File: src/sv/stt_pkg.sv
// Shared request codes, status codes and the queued command type of the timer table.
`default_nettype none

package stt_pkg;

    localparam logic [2:0] REQ_INSERT = 3'd0;
    localparam logic [2:0] REQ_START  = 3'd1;
    localparam logic [2:0] REQ_STOP   = 3'd2;
    localparam logic [2:0] REQ_REMOVE = 3'd3;
    localparam logic [2:0] REQ_TICK   = 3'd4;

    localparam logic [1:0] ST_OK        = 2'd0;
    localparam logic [1:0] ST_NOT_FOUND = 2'd1;
    localparam logic [1:0] ST_FULL      = 2'd2;

    localparam int ID_BITS     = 4;
    localparam int MAX_SLOTS   = 16;
    localparam int QUEUE_DEPTH = 2;

    typedef struct packed {
        logic [2:0]         op;
        logic [ID_BITS-1:0] id;
        logic               id_ok;   // id names a slot that exists
    } stt_cmd_t;

endpackage

`default_nettype wire

File: src/sv/stt_front.sv
// Request decode: drops unknown codes, range-checks the id, saturates the count.
`default_nettype none

module stt_front
    import stt_pkg::*;
#(
    parameter int SLOTS      = 16,
    parameter int COUNT_BITS = 16
)
(
    input  logic                  start,
    input  logic                  full,
    input  logic [2:0]            req_type,
    input  logic [3:0]            timer_id,
    input  logic [15:0]           seconds,
    output logic                  push,
    output stt_cmd_t              cmd,
    output logic [COUNT_BITS-1:0] count
);

    localparam logic [31:0] COUNT_MAX = 32'hFFFF_FFFF >> (32 - COUNT_BITS);

    logic [31:0] secs_wide;
    logic        known;

    assign secs_wide = {16'd0, seconds};
    assign count     = (secs_wide > COUNT_MAX) ? COUNT_BITS'(COUNT_MAX)
                                               : COUNT_BITS'(secs_wide);

    assign known = (req_type == REQ_INSERT) || (req_type == REQ_START) ||
                   (req_type == REQ_STOP)   || (req_type == REQ_REMOVE) ||
                   (req_type == REQ_TICK);

    assign push      = start & ~full & known;
    assign cmd.op    = req_type;
    assign cmd.id    = timer_id;
    assign cmd.id_ok = ({1'b0, timer_id} < 5'(SLOTS));

endmodule

`default_nettype wire

File: src/sv/stt_queue.sv
// Short command queue between the decode front and the table engine.
`default_nettype none

module stt_queue
    import stt_pkg::*;
#(
    parameter int W = 8
)
(
    input  logic         clk,
    input  logic         rst_n,
    input  logic         push,
    input  logic [W-1:0] din,
    input  logic         pop,
    output logic [W-1:0] dout,
    output logic         empty,
    output logic         full
);

    localparam int PW = (QUEUE_DEPTH > 1) ? $clog2(QUEUE_DEPTH) : 1;
    localparam int CW = $clog2(QUEUE_DEPTH + 1);

    logic [W-1:0]  entry_reg [QUEUE_DEPTH];
    logic [PW-1:0] wr_ptr_reg, wr_ptr_next;
    logic [PW-1:0] rd_ptr_reg, rd_ptr_next;
    logic [CW-1:0] fill_reg, fill_next;

    assign empty = (fill_reg == '0);
    assign full  = (fill_reg == CW'(QUEUE_DEPTH));
    assign dout  = entry_reg[rd_ptr_reg];

    always_comb
    begin
        wr_ptr_next = wr_ptr_reg;
        rd_ptr_next = rd_ptr_reg;
        fill_next   = fill_reg;
        if (push)
        begin
            wr_ptr_next = (wr_ptr_reg == PW'(QUEUE_DEPTH - 1)) ? '0 : wr_ptr_reg + 1'b1;
        end
        if (pop)
        begin
            rd_ptr_next = (rd_ptr_reg == PW'(QUEUE_DEPTH - 1)) ? '0 : rd_ptr_reg + 1'b1;
        end
        case ({push, pop})
            2'b10:   fill_next = fill_reg + 1'b1;
            2'b01:   fill_next = fill_reg - 1'b1;
            default: fill_next = fill_reg;
        endcase
    end

    always_ff @(posedge clk or negedge rst_n)
    begin
        if (!rst_n)
        begin
            wr_ptr_reg <= '0;
            rd_ptr_reg <= '0;
            fill_reg   <= '0;
        end
        else
        begin
            wr_ptr_reg <= wr_ptr_next;
            rd_ptr_reg <= rd_ptr_next;
            fill_reg   <= fill_next;
        end
    end

    always_ff @(posedge clk)
    begin
        if (push)
        begin
            entry_reg[wr_ptr_reg] <= din;
        end
    end

    a_no_push_full: assert property (@(posedge clk) disable iff (!rst_n)
        full |-> !push)
        else $error("queue written while full");

endmodule

`default_nettype wire

File: src/sv/stt_back.sv
// Table engine: slot flags, counts, and the one-slot-per-cycle tick walk.
`default_nettype none

module stt_back
    import stt_pkg::*;
#(
    parameter int SLOTS      = 16,
    parameter int COUNT_BITS = 16
)
(
    input  logic                  clk,
    input  logic                  rst_n,
    input  logic                  empty,
    input  stt_cmd_t              cmd,
    input  logic [COUNT_BITS-1:0] count,
    output logic                  pop,
    output logic                  done,
    output logic [1:0]            status,
    output logic [3:0]            result_id,
    output logic                  expired,
    output logic                  last
);

    localparam int IW = $clog2(SLOTS);

    localparam logic [1:0] S_IDLE = 2'd0;
    localparam logic [1:0] S_WALK = 2'd1;
    localparam logic [1:0] S_FIN  = 2'd2;

    logic [1:0]            state_reg, state_next;
    logic [SLOTS-1:0]      used_reg, used_next;
    logic [SLOTS-1:0]      armed_reg, armed_next;
    logic [IW-1:0]         idx_reg, idx_next;
    logic                  held_reg, held_next;
    logic [IW-1:0]         held_id_reg, held_id_next;
    logic [COUNT_BITS-1:0] count_reg [SLOTS];

    logic                  done_reg, done_next;
    logic [1:0]            status_reg, status_next;
    logic [3:0]            id_reg, id_next;
    logic                  expired_reg, expired_next;
    logic                  last_reg, last_next;

    logic                  free_found;
    logic [IW-1:0]         free_idx;
    logic [IW-1:0]         cmd_slot;
    logic                  slot_hit;
    logic [COUNT_BITS-1:0] cur_cnt;
    logic                  walk_live;
    logic                  walk_expire;
    logic                  cnt_we;
    logic [IW-1:0]         cnt_waddr;
    logic [COUNT_BITS-1:0] cnt_wdata;

    // lowest free slot
    always_comb
    begin
        free_found = 1'b0;
        free_idx   = '0;
        for (int i = SLOTS - 1; i >= 0; i--)
        begin
            if (!used_reg[i])
            begin
                free_found = 1'b1;
                free_idx   = IW'(i);
            end
        end
    end

    assign cmd_slot    = cmd.id[IW-1:0];
    assign slot_hit    = cmd.id_ok && used_reg[cmd_slot];
    assign cur_cnt     = count_reg[idx_reg];
    assign walk_live   = used_reg[idx_reg] & armed_reg[idx_reg];
    assign walk_expire = walk_live && (cur_cnt <= COUNT_BITS'(1));

    always_comb
    begin
        state_next   = state_reg;
        used_next    = used_reg;
        armed_next   = armed_reg;
        idx_next     = idx_reg;
        held_next    = held_reg;
        held_id_next = held_id_reg;
        done_next    = 1'b0;
        status_next  = ST_OK;
        id_next      = '0;
        expired_next = 1'b0;
        last_next    = 1'b0;
        pop          = 1'b0;
        cnt_we       = 1'b0;
        cnt_waddr    = cmd_slot;
        cnt_wdata    = count;

        case (state_reg)
            S_IDLE:
            begin
                if (!empty)
                begin
                    pop = 1'b1;
                    case (cmd.op)
                        REQ_INSERT:
                        begin
                            done_next = 1'b1;
                            last_next = 1'b1;
                            if (free_found)
                            begin
                                used_next[free_idx]  = 1'b1;
                                armed_next[free_idx] = 1'b0;
                                id_next              = 4'(free_idx);
                            end
                            else
                            begin
                                status_next = ST_FULL;
                            end
                        end
                        REQ_START:
                        begin
                            done_next = 1'b1;
                            last_next = 1'b1;
                            id_next   = cmd.id;
                            if (slot_hit)
                            begin
                                armed_next[cmd_slot] = 1'b1;
                                cnt_we               = 1'b1;
                            end
                            else
                            begin
                                status_next = ST_NOT_FOUND;
                            end
                        end
                        REQ_STOP, REQ_REMOVE:
                        begin
                            done_next = 1'b1;
                            last_next = 1'b1;
                            id_next   = cmd.id;
                            if (slot_hit)
                            begin
                                armed_next[cmd_slot] = 1'b0;
                                if (cmd.op == REQ_REMOVE)
                                begin
                                    used_next[cmd_slot] = 1'b0;
                                end
                            end
                            else
                            begin
                                status_next = ST_NOT_FOUND;
                            end
                        end
                        REQ_TICK:
                        begin
                            state_next = S_WALK;
                            idx_next   = '0;
                            held_next  = 1'b0;
                        end
                        default:
                        begin
                        end
                    endcase
                end
            end
            S_WALK:
            begin
                if (walk_expire)
                begin
                    used_next[idx_reg]  = 1'b0;
                    armed_next[idx_reg] = 1'b0;
                    held_next           = 1'b1;
                    held_id_next        = idx_reg;
                    // a newer expiry means the held one is not the last
                    if (held_reg)
                    begin
                        done_next    = 1'b1;
                        expired_next = 1'b1;
                        id_next      = 4'(held_id_reg);
                    end
                end
                else if (walk_live)
                begin
                    cnt_we    = 1'b1;
                    cnt_waddr = idx_reg;
                    cnt_wdata = cur_cnt - 1'b1;
                end
                if (idx_reg == IW'(SLOTS - 1))
                begin
                    state_next = S_FIN;
                end
                else
                begin
                    idx_next = idx_reg + 1'b1;
                end
            end
            S_FIN:
            begin
                done_next    = 1'b1;
                last_next    = 1'b1;
                expired_next = held_reg;
                id_next      = held_reg ? 4'(held_id_reg) : 4'd0;
                state_next   = S_IDLE;
            end
            default:
            begin
                state_next = S_IDLE;
            end
        endcase
    end

    always_ff @(posedge clk or negedge rst_n)
    begin
        if (!rst_n)
        begin
            state_reg <= S_IDLE;
            used_reg  <= '0;
            armed_reg <= '0;
            held_reg  <= 1'b0;
            done_reg  <= 1'b0;
        end
        else
        begin
            state_reg <= state_next;
            used_reg  <= used_next;
            armed_reg <= armed_next;
            held_reg  <= held_next;
            done_reg  <= done_next;
        end
    end

    always_ff @(posedge clk)
    begin
        idx_reg     <= idx_next;
        held_id_reg <= held_id_next;
        status_reg  <= status_next;
        id_reg      <= id_next;
        expired_reg <= expired_next;
        last_reg    <= last_next;
        if (cnt_we)
        begin
            count_reg[cnt_waddr] <= cnt_wdata;
        end
    end

    assign done      = done_reg;
    assign status    = status_reg;
    assign result_id = id_reg;
    assign expired   = expired_reg;
    assign last      = last_reg;

    a_armed_used: assert property (@(posedge clk) disable iff (!rst_n)
        (armed_reg & ~used_reg) == '0)
        else $error("armed slot is not allocated");

    a_fin_last: assert property (@(posedge clk) disable iff (!rst_n)
        state_reg == S_FIN |=> done_reg && last_reg)
        else $error("tick walk ended without a final result");

    a_walk_mid: assert property (@(posedge clk) disable iff (!rst_n)
        (state_reg == S_WALK) && done_reg |-> expired_reg && !last_reg)
        else $error("result during walk is not an inner expiry");

    a_expiry_ok: assert property (@(posedge clk) disable iff (!rst_n)
        done_reg && expired_reg |-> status_reg == ST_OK)
        else $error("expiry result with error status");

endmodule

`default_nettype wire

File: src/sv/software_timer_table_unit.sv
// Top level of the countdown timer table: decode front, command queue, table engine.
//
//  channel  | ports                                          | transfer
//  ---------+------------------------------------------------+------------------------------
//  request  | start, busy, req_type, timer_id, seconds       | start high while busy low
//  result   | done, status, result_id, expired, last         | done high, one cycle each
//
// Timing:
//  - A request is decoded in the cycle it is taken and lands in a two-entry queue;
//    busy is high while that queue is full. Unknown request codes are taken and dropped.
//  - Insert, start, stop and remove are handled without leaving the idle state; their result
//    shows on the ports the cycle after the engine picks them up.
//  - A tick is picked up in the idle state, then walks all min(NUM_TIMERS,16) slots in
//    turn over the single count read/decrement path, then closes in a final state.
//    Expiries come out in ascending slot order, each in the cycle after the next expiry
//    is found, the final one (last high) the cycle after the close.
//  - Reset clears all slot flags at once; counts are loaded by start before use,
//    so no clearing pass is needed. The receiver cannot stall the result channel.
`default_nettype none

module software_timer_table_unit
    import stt_pkg::*;
#(
    parameter int NUM_TIMERS = 16,
    parameter int COUNT_BITS = 16
)
(
    input  wire logic        clk,
    input  wire logic        rst_n,
    input  wire logic        start,
    input  wire logic [2:0]  req_type,
    input  wire logic [3:0]  timer_id,
    input  wire logic [15:0] seconds,
    output logic             busy,
    output logic             done,
    output logic [1:0]       status,
    output logic [3:0]       result_id,
    output logic             expired,
    output logic             last
);

    // ids are four bits wide, so at most sixteen slots are reachable
    localparam int SLOTS = (NUM_TIMERS < MAX_SLOTS) ? NUM_TIMERS : MAX_SLOTS;
    localparam int QW    = $bits(stt_cmd_t) + COUNT_BITS;

    logic                  push;
    logic                  pop;
    logic                  q_empty;
    logic                  q_full;
    stt_cmd_t              f_cmd;
    logic [COUNT_BITS-1:0] f_count;
    logic [QW-1:0]         q_dout;
    stt_cmd_t              q_cmd;
    logic [COUNT_BITS-1:0] q_count;

    assign busy = q_full;

    stt_front #(
        .SLOTS      (SLOTS),
        .COUNT_BITS (COUNT_BITS)
    ) u_front (
        .start    (start),
        .full     (q_full),
        .req_type (req_type),
        .timer_id (timer_id),
        .seconds  (seconds),
        .push     (push),
        .cmd      (f_cmd),
        .count    (f_count)
    );

    stt_queue #(
        .W (QW)
    ) u_queue (
        .clk   (clk),
        .rst_n (rst_n),
        .push  (push),
        .din   ({f_cmd, f_count}),
        .pop   (pop),
        .dout  (q_dout),
        .empty (q_empty),
        .full  (q_full)
    );

    assign {q_cmd, q_count} = q_dout;

    stt_back #(
        .SLOTS      (SLOTS),
        .COUNT_BITS (COUNT_BITS)
    ) u_back (
        .clk       (clk),
        .rst_n     (rst_n),
        .empty     (q_empty),
        .cmd       (q_cmd),
        .count     (q_count),
        .pop       (pop),
        .done      (done),
        .status    (status),
        .result_id (result_id),
        .expired   (expired),
        .last      (last)
    );

endmodule

`default_nettype wire

File: config.mk
export PLATFORM = sky130hd
export DESIGN_NAME = software_timer_table_unit
export DESIGN_NICKNAME = d
export VERILOG_FILES = /design/src/sv/stt_pkg.sv /design/src/sv/stt_front.sv /design/src/sv/stt_queue.sv /design/src/sv/stt_back.sv /design/src/sv/software_timer_table_unit.sv
export SDC_FILE = /design/constraint.sdc
export NUM_CORES = 1
export LEC_CHECK = 0
export ABC_CLOCK_PERIOD_IN_PS = 6100
export BUFFER_PORTS_ARGS = -buffer_cell sky130_fd_sc_hd__buf_2
export CORE_MARGIN = 2
export CORE_UTILIZATION = 51
export DETAILED_ROUTE_END_ITERATION = 10
export GPL_ROUTABILITY_DRIVEN = 0
export PLACE_DENSITY = 0.67
export SYNTH_ARGS = -nofsm -noshare
export SYNTH_HDL_FRONTEND = slang
export SYNTH_SLANG_ARGS = --single-unit
export TNS_END_PERCENT = 1
File: constraint.sdc
create_clock -name clk -period 6.1 [get_ports clk]
set_clock_uncertainty 0.1 [all_clocks]
set_input_delay 1.22 -clock clk [delete_from_list [all_inputs] [get_ports clk]]
set_output_delay 1.22 -clock clk [all_outputs]
set_load 0.05 [all_outputs]
# Word level (Yosys, flattened, before mapping)
# Memory sizes are Yosys's and may differ from the RTL's. A register that Yosys moved wholly into a read port is not among the register bits.
# Cells that the tools add are included.
[op_classes]
addsub = 6
order_cmp = 8
n_eq_ne = 25
n_mux = 109
bitwise = 15
reduce_logical = 25
[ops]
columns = ["cell", "count"]
rows = [
  ["$mux W16", 14],
  ["$mux W4", 27],
  ["$pmux W16 S2", 3],
  ["$and A16 B16 Y16", 5],
  ["$not A16 Y16", 3],
  ["$pmux W16 S3", 1],
  ["$mux W1", 43],
  ["$or A16 B16 Y16", 2],
  ["$gt A16 B16 Y1 const B", 1],
  ["$le A16 B1 Y1 const B", 1],
  ["$pmux W4 S2", 2],
  ["$sub A16 B1 Y16 const B", 1],
  ["$lt A4 B5 Y1 const B", 3],
  ["$reduce_and A7 Y1", 2],
  ["$bmux W1 S4", 3],
  ["$demux W1 S4", 3],
  ["$eq A3 B2 Y1 const B", 4],
  ["$ge A4 B1 Y1 const B", 3],
  ["$ne A3 B2 Y1 const B", 4],
  ["$pmux W2 S2", 3],
  ["$pmux W4 S3", 1],
  ["$mux W2", 4],
  ["$pmux W1 S2", 4],
  ["$reduce_and A4 Y1", 2],
  ["other kinds (27)", 49],
]
[totals]
regBits = 56
ram_bits = 302
inputBits = 26
output_inout_bits = 10
word_cells = 204
n_memories = 2
[memory_table]
columns = ["name", "depth", "width", "rd", "rd_ports_with_merged_regs", "write_ports", "line", "source"]
rows = [
  ["u_back.count_reg", 16, 16, 1, 1, 1, "stt_back.sv:36", "logic [COUNT_BITS-1:0] count_reg [SLOTS];"],
  ["u_queue.entry_reg", 2, 23, 1, 0, 1, "stt_queue.sv:23", "logic [W-1:0] entry_reg [QUEUE_DEPTH];"],
]

# Depth between registers and ports, before layout
# Gate-level depths: netlist of the first run.
[depth]
ltp_word = 26
mapped_depth = 17
mapped_depth_nobuf = 11

# Modules after synthesis
# A second synthesis of the first run with hierarchy kept.
[hier_totals]
cells_unflattened = 1144
area_unflattened_um2 = 16669.7
[by_module_without_submodules]
columns = ["mod", "n_inst", "cells_per_inst", "area_per_inst_um2", "seq_area_each_um2"]
rows = [
  ["stt_back", 1, 1026, 14453.9, 9068.7],
  ["stt_queue", 1, 91, 2018.2, 1541.5],
  ["stt_front", 1, 27, 197.7, 0.0],
]

# Worst setup path before layout of the first run
# Ideal clock, no wire load.
[synth_timing]
kind = "register -> register"
from = "register (tool-made name)"
to = "memory u_back.count_reg[0][3], data pin"
setup_ps = 291
arrival_ps = 4138
t_required_ps = 5709
setup_slack_ps = 1571
path_stages_with_launch = 16
n_path_buf = 5
synth_period_minus_slack_ps = 4529
cell_sequence = "dfxtp_1 buf_2 buf_4 buf_6 buf_2 mux4_2 a22o_1 a221oi_1 ha_1 nor2_1 nor4_1 nand4_2 nand2_1 clkbuf_1 nor3_1 a21oi_1"
[synth_lines]
columns = ["item", "line"]
rows = [
  ["end, declared", "stt_back.sv:36"],
]

==> metrics.txt, run 1 <==
outcome=complete, no violations; clock buffer count from CTS=38; IO Pins=36; Ys Warns=0; crit end category=register; DR DRC count=0; synth-to-layout area growth=12.9%; Skew-Pair Late Insertion Delay=530 ps; cell depth of the worst flop-to-flop path=12; wire length per cell=26.3 µm; Multi-input gate area=5320 µm²; Max Fanout on Critical Path=33; RSZ-0062 raised after global routing=false; postcts setup bufs=0; Worst Slack Setup Final=between 1000 and 1500 ps; async set-reset flop share out of synthesis=11.0%; mapped cell area=around 16000 µm²; Fin. Hold Viols=0; Die Ht=182 µm; Synth Register Bits=approximately 360; CTS tree=built; first-pass GRT wire length=64300 µm; Initial Util=51.6%; routed vias=10600; 1st-iter DRT viols=between 1000 and 1500; Max Fclk=201 MHz; setup TNS=0 ps; Bufs on Longest Clock Path=3; EDFF count, synth=310; # diodes=0; layout cells sized above 1=20.9%; sequential area share after synthesis=65.1%; Critical-path top delay cell=dfxtp_1; DP Cell Count=1532; Worst-path clk slew=roughly 60 ps; initial antenna violation count=0; WP data arrival=5140 ps; Most used DFF post-synth=edfxtp_1; # setup viols final=0; Avg Cell Area, Syn=14.5 µm²; worst vdd ir=0.000377 V; hold path cells=1; Int Pwr=between 5 and 6 mW; Overall Global Routing Usage=25.7%; largest net degree at the start of global routing=just over 40; DIE AREA=33200 µm²; top area cells in the synthesized netlist=edfxtp_1 (57%), mux4_2 (9.6%), dfrtp_1 (6.2%), nand2_1 (2.4%), dfxtp_1 (1.5%); Yosys top cell by area=edfxtp_1; hold crit path type=register to register; MaxCap Viol Count=0; WHS=378 ps; syn_nets=1151; Unique masters post-synth=69; First-pass DRT Iterations=5; area of the core=31400 µm²; Synth top area share=57.4%; Worst-Margin Slew=1110 ps; Post-Syn Instances=1114; clock root buffer=clkbuf_16; power share of the clock group=26.4%; HPWL after detailed placement=27700 µm; number of global-route vias before repair=10200; H-tree levels=2; input/output buffers=35; Post-Route WL=between 40000 and 50000 µm; max-slew violations=0; grt ovf=0; Power Dens Cells=approximately 500 nW/µm²; worst-path cell chain=buf_12, nor2_1, a22o_1, a221oi_1, ha_1, nor2_1, nor4_1, nand4_2, nand2_2, buf_4, o21ai_0, buf_4; period utilization=81.8%; Sequential Power Share=38.0%; Fillers=around 2400; # clock sinks=roughly 360; Sw Pwr=3.37 mW; Vias per Instance=6.61; CP Launch Type=register; post_cts resized=0; max incr delay on CP=slightly below 1000 ps; Final ANT Viol Nets=0; Worst slew margin=around 25%; row count=65; max reg flops=256; final cell count without fillers=~1600; Sw Share=between 30% and 40%; Pleak=around 6.2 nW; CP Class=register to register; Final min period=around 5000 ps; Post-Place Worst Slack=~1200 ps; PnR Total Power=9.26 mW; CP required=roughly 6300 ps; die extent in x=182 µm; sequential cell area=10600 µm²; Comb pwr share=a little over a third; hold_buf cts=0; layout net count=1207
==> critical path, delay by kind of cell, from the launching register on <==
family / cells / cell delay [ps]
compound gates: 3 / 1090
simple gates: 5 / 1280
fa+ha+maj: 1 / 350
buf+inv: 3 / 870
flops: 1 / 970
==> per-stage QoR <==
stage | util, % | cell area, µm²
2_1_floorplan | - | 16200
3_3_place_gp | 54.1 | 17000
3_5_place_dp | 54.1 | 17000
4_1_cts | 58.3 | 18300
5_1_grt | 58.3 | 18300
6_report | 58.3 | 18300
==> Yosys cell counts, types with 10 or more instances <==
library cell,instances
o211ai_1,11
clkbuf_1,43
mux2_2,13
xnor2_1,13
dfxtp_1,12
dfrtp_1,40
nor3_1,28
nor2_1,50
edfxtp_1,310
nand2_1,104
buf_2,11
mux4_2,69
a31o_2,21
a31oi_1,10
nor4_1,12
ha_1,11
inv_1,22
mux2i_1,17
a22oi_1,23
a22o_1,10
o21ai_0,46
nand3_1,41
a21oi_1,43
==> per-layer routing <==
metal / track usage (%) / wire (µm)
met2: 38.0 / 18600
met5: 0 / 0
met1: 39.0 / 18200
met4: 7.55 / 1180
met3: 5.27 / 4070
==> cell type report <==
type	instances	share of cell area, %
Multi-Input combinational cell	668	29.1
Clock buffer	43	5.30
Sequential cell	362	57.7
Tap cell	402	2.75
Inverter	22	0.451
Clock inverter	26	1.90
Timing Repair Buffer	78	2.86
==> logic make-up (layout without fill, tap and decap cells) <==
logic type | count (synthesis) | in the layout | synth area share (%)
AOI/OAI and AO/OA | 243 | 243 | 10.5
muxes | 99 | 99 | 11.5
DFF | 362 | 362 | 65.1
buffers and inverters | 84 | 169 | 2.17
and+or+nand+nor | 295 | 295 | 8.75
adders and majority gates | 11 | 11 | 0.849
xor gates and xnor gates | 20 | 20 | 1.08
==> path summary, 6_finish.rpt <==
check	endpoint	startpoint	slack, ps
hold / removal	u_back.result_id[2]	u_back.held_id_reg[2]	380
setup reg to reg	u_back.count_reg[5][15]	register	1110
hold reg to reg	u_back.result_id[2]	u_back.held_id_reg[2]	380
min in group asynchronous	u_back.armed_reg[9]	rst_n	770
setup / recovery	u_back.count_reg[5][15]	register	1110
max in group asynchronous	u_queue.wr_ptr_reg	rst_n	4490
==> cells in the final DEF, fill, tap and decap left out, drive strengths merged, types with 23 or more instances in the layout <==
master  Yosys  layout
edfxtp    310     310
nand2     104     104
buf        19      78
mux4       69      69
nor2       50      50
o21ai      47      47
a21oi      43      43
clkbuf     43      43
nand3      41      41
dfrtp      40      40
nor3       28      28
inv        22      24
a22oi      23      23
==> power groups by stage <==
stage | Clock [mW] | Combinational, mW | Sequential (mW)
after global routing | 2.58 | 3.54 | 3.55
final | 2.44 | 3.30 | 3.52
after floorplan | 0 | 2.29 | 3.39
after global placement | 0 | 3.20 | 3.56
after CTS | 2.48 | 3.25 | 3.52
after detailed placement | 0 | 3.24 | 3.56
(Power assumes the default switching activity.)
==> run 2, diff against run 1 <==
--- a/config.mk
+++ b/config.mk
@@ -5,13 +5,13 @@
 export SDC_FILE = /design/constraint.sdc
 export NUM_CORES = 1
 export LEC_CHECK = 0
-export ABC_CLOCK_PERIOD_IN_PS = 6100
+export ABC_CLOCK_PERIOD_IN_PS = 4300
 export BUFFER_PORTS_ARGS = -buffer_cell sky130_fd_sc_hd__buf_2
 export CORE_MARGIN = 2
 export CORE_UTILIZATION = 51
 export DETAILED_ROUTE_END_ITERATION = 10
 export GPL_ROUTABILITY_DRIVEN = 0
-export PLACE_DENSITY = 0.67
+export PLACE_DENSITY = 0.7
 export SYNTH_ARGS = -nofsm -noshare
 export SYNTH_HDL_FRONTEND = slang
 export SYNTH_SLANG_ARGS = --single-unit
==> constraint.sdc (replaced) <==
create_clock -name clk -period 4.3 [get_ports clk]
set_clock_uncertainty 0.1 [all_clocks]
set_input_delay 0.86 -clock clk [delete_from_list [all_inputs] [get_ports clk]]
set_output_delay 0.86 -clock clk [all_outputs]
set_load 0.05 [all_outputs]
==> run 2 against run 1 <==
Core utilization increased by 0.41 points. Sequential share of layout area is 0.41 points lower. Global-route usage is 0.58 points lower. Final cell count up 1.5%. Clock power grew 32%. Critical path type unchanged. Largest cell class unchanged. Worst hold slack got worse by 12 ps.
==> metrics.txt, run 2 (synthesis results as in run 1) <==
Die Ht=182 µm (unchanged); First-pass DRT Iterations=6 (was 5); CP required=4580 ps (was 6260 ps); # setup viols final=0 (unchanged); DP Cell Count=1557 (was 1532); CP bufs+invs=1 (was 3); max reg flops=256 (unchanged); CTS tree=built (unchanged); area of the core=31400 µm² (unchanged); Critical-path top delay cell=dfxtp_2 (was dfxtp_1); row count=65 (unchanged); WHS=366 ps (was 378 ps); H-tree levels=2 (unchanged); Skew-Pair Late Insertion Delay=540 ps (was 530 ps); final cell count without fillers=1625 (was 1601); Post-Place Worst Slack=228 ps (was 1220 ps); wire length per cell=25.2 µm (was 26.3 µm); initial antenna violation count=0 (unchanged); Overall Global Routing Usage=25.1% (was 25.7%); layout cells sized above 1=22.1% (was 20.9%); synth-to-layout area growth=13.7% (was 12.9%); Sw Share=36.7% (was 36.4%); Worst-Margin Slew=1160 ps (was 1110 ps); IO Pins=36 (unchanged); Multi-input gate area=5320 µm² (about the same); Comb pwr share=38.8% (was 35.6%); Final ANT Viol Nets=0 (unchanged); MaxCap Viol Count=0 (unchanged); sequential cell area=10600 µm² (unchanged); WP data arrival=4290 ps (was 5140 ps); Power Dens Cells=714 nW/µm² (was 506 nW/µm²); commonest non-fill, non-tap cell in the layout=edfxtp_1 (unchanged); Fillers=2403 (was 2387); Max Fclk=249 MHz (was 201 MHz); 1st-iter DRT viols=1448 (was 1188); # clock sinks=362 (unchanged); crit end category=register (unchanged); max-slew violations=0 (unchanged); first-pass GRT wire length=62700 µm (was 64300 µm); Fin. Hold Viols=0 (unchanged); hold crit path type=input pin to async pin (was register to register); most frequent cells in the layout=edfxtp_1 (310), nand2_1 (103), mux4_2 (69) (unchanged); layout net count=1232 (was 1207); Worst Slack Setup Final=288 ps (was 1110 ps); postcts setup bufs=0 (unchanged); Sw Pwr=4.83 mW (was 3.37 mW); RSZ-0062 raised after global routing=false (unchanged); worst-path cell chain=mux4_2, mux4_2, or3_4, nor4_4, nand4_2, buf_4, o21a_1, a2111oi_1, o22ai_1 (was buf_12, nor2_1, a22o_1, a221oi_1, ha_1, nor2_1, nor4_1, nand4_2, nand2_2, buf_4, o21ai_0, buf_4); die extent in x=182 µm (unchanged); grt ovf=0 (unchanged); routed vias=10700 (was 10600); HPWL after detailed placement=26800 µm (was 27700 µm); setup TNS=0 ps (unchanged); Bufs on Longest Clock Path=3 (unchanged); largest net degree at the start of global routing=41 (unchanged); worst vdd ir=0.000452 V (was 0.000377 V); max incr delay on CP=610 ps (was 970 ps); Vias per Instance=6.61 (about the same); CP Class=register to register (unchanged); DR DRC count=0 (unchanged); Pleak=6.33 nW (was 6.23 nW); Worst slew margin=22.5% (was 24.9%); outcome=complete, no violations (unchanged); Initial Util=51.6% (unchanged); number of global-route vias before repair=10400 (was 10200); Post-Route WL=40900 µm (was 42100 µm); period utilization=93.3% (was 81.8%); Sequential Power Share=36.7% (was 38.0%); Top delay family on crit path=multiplexers (was simple AND/OR/NAND/NOR gates); Max Fanout on Critical Path=15 (was 33); DIE AREA=33200 µm² (unchanged); Final min period=4010 ps (was 4990 ps); clock buffer count from CTS=38 (unchanged); power share of the clock group=24.5% (was 26.4%); CP Launch Type=register (unchanged); clock root buffer=clkbuf_16 (unchanged); Most common cell on crit path=mux4_2; # diodes=0 (unchanged); Int Pwr=8.33 mW (was 5.89 mW); Worst-path clk slew=60 ps (about the same); input/output buffers=35 (unchanged)
run 2: final timing paths:
kind,startpoint,endpoint,slack (ps),depth (start not counted)
max in group asynchronous,rst_n,u_back.used_reg[0],3140,1
max reg2reg,register,u_back.used_reg[1],290,9
min in group clk,u_back.held_id_reg[1],u_back.result_id[1],370,1
max,register,u_back.used_reg[1],290,9
min,rst_n,u_back.armed_reg[9],370,1
min reg2reg,u_back.held_id_reg[1],u_back.result_id[1],370,1
run 2: per-layer routing:
layer,global-route usage (%),vias up,share of wire [%]
met5,0,-,0
met4,7.42,0,2.6
met3,5.71,107,12
met2,38.3,735,45
met1,36.6,5306,40
li1,-,4594,-
run 2: power groups by stage:
stage / clock, mW / combinational (mW) / sequential, mW
final: 3.23 / 5.10 / 4.83
after detailed placement: 0 / 4.96 / 4.89
after CTS: 3.26 / 5.00 / 4.82
after global placement: 0 / 4.89 / 4.88
after floorplan: 0 / 3.25 / 4.81
after global routing: 3.40 / 5.44 / 4.87
run 2: metrics by stage:
step / total power, mW / instance area (µm²) / utilization, %
3_5_place_dp: 9.85 / 17200 / 54.8
6_report: 13.2 / 18400 / 58.7
5_1_grt: 13.7 / 18400 / 58.7
2_1_floorplan: 8.06 / 16200 / -
4_1_cts: 13.1 / 18400 / 58.7
3_3_place_gp: 9.78 / 17200 / 54.8
run 2: cell type report:
cell class	instances	area share, %
Clock buffer	42	5.36
Clock inverter	26	1.32
Tap cell	402	2.73
Multi-Input combinational cell	668	28.9
Sequential cell	362	57.3
Timing Repair Buffer	103	4.01
Inverter	22	0.448
run 2: timing repair:
item                       in CTS  in global routing
setup endpoints to repair       0                130
gates resized for setup         0                  3
hold buffers                    0                  0
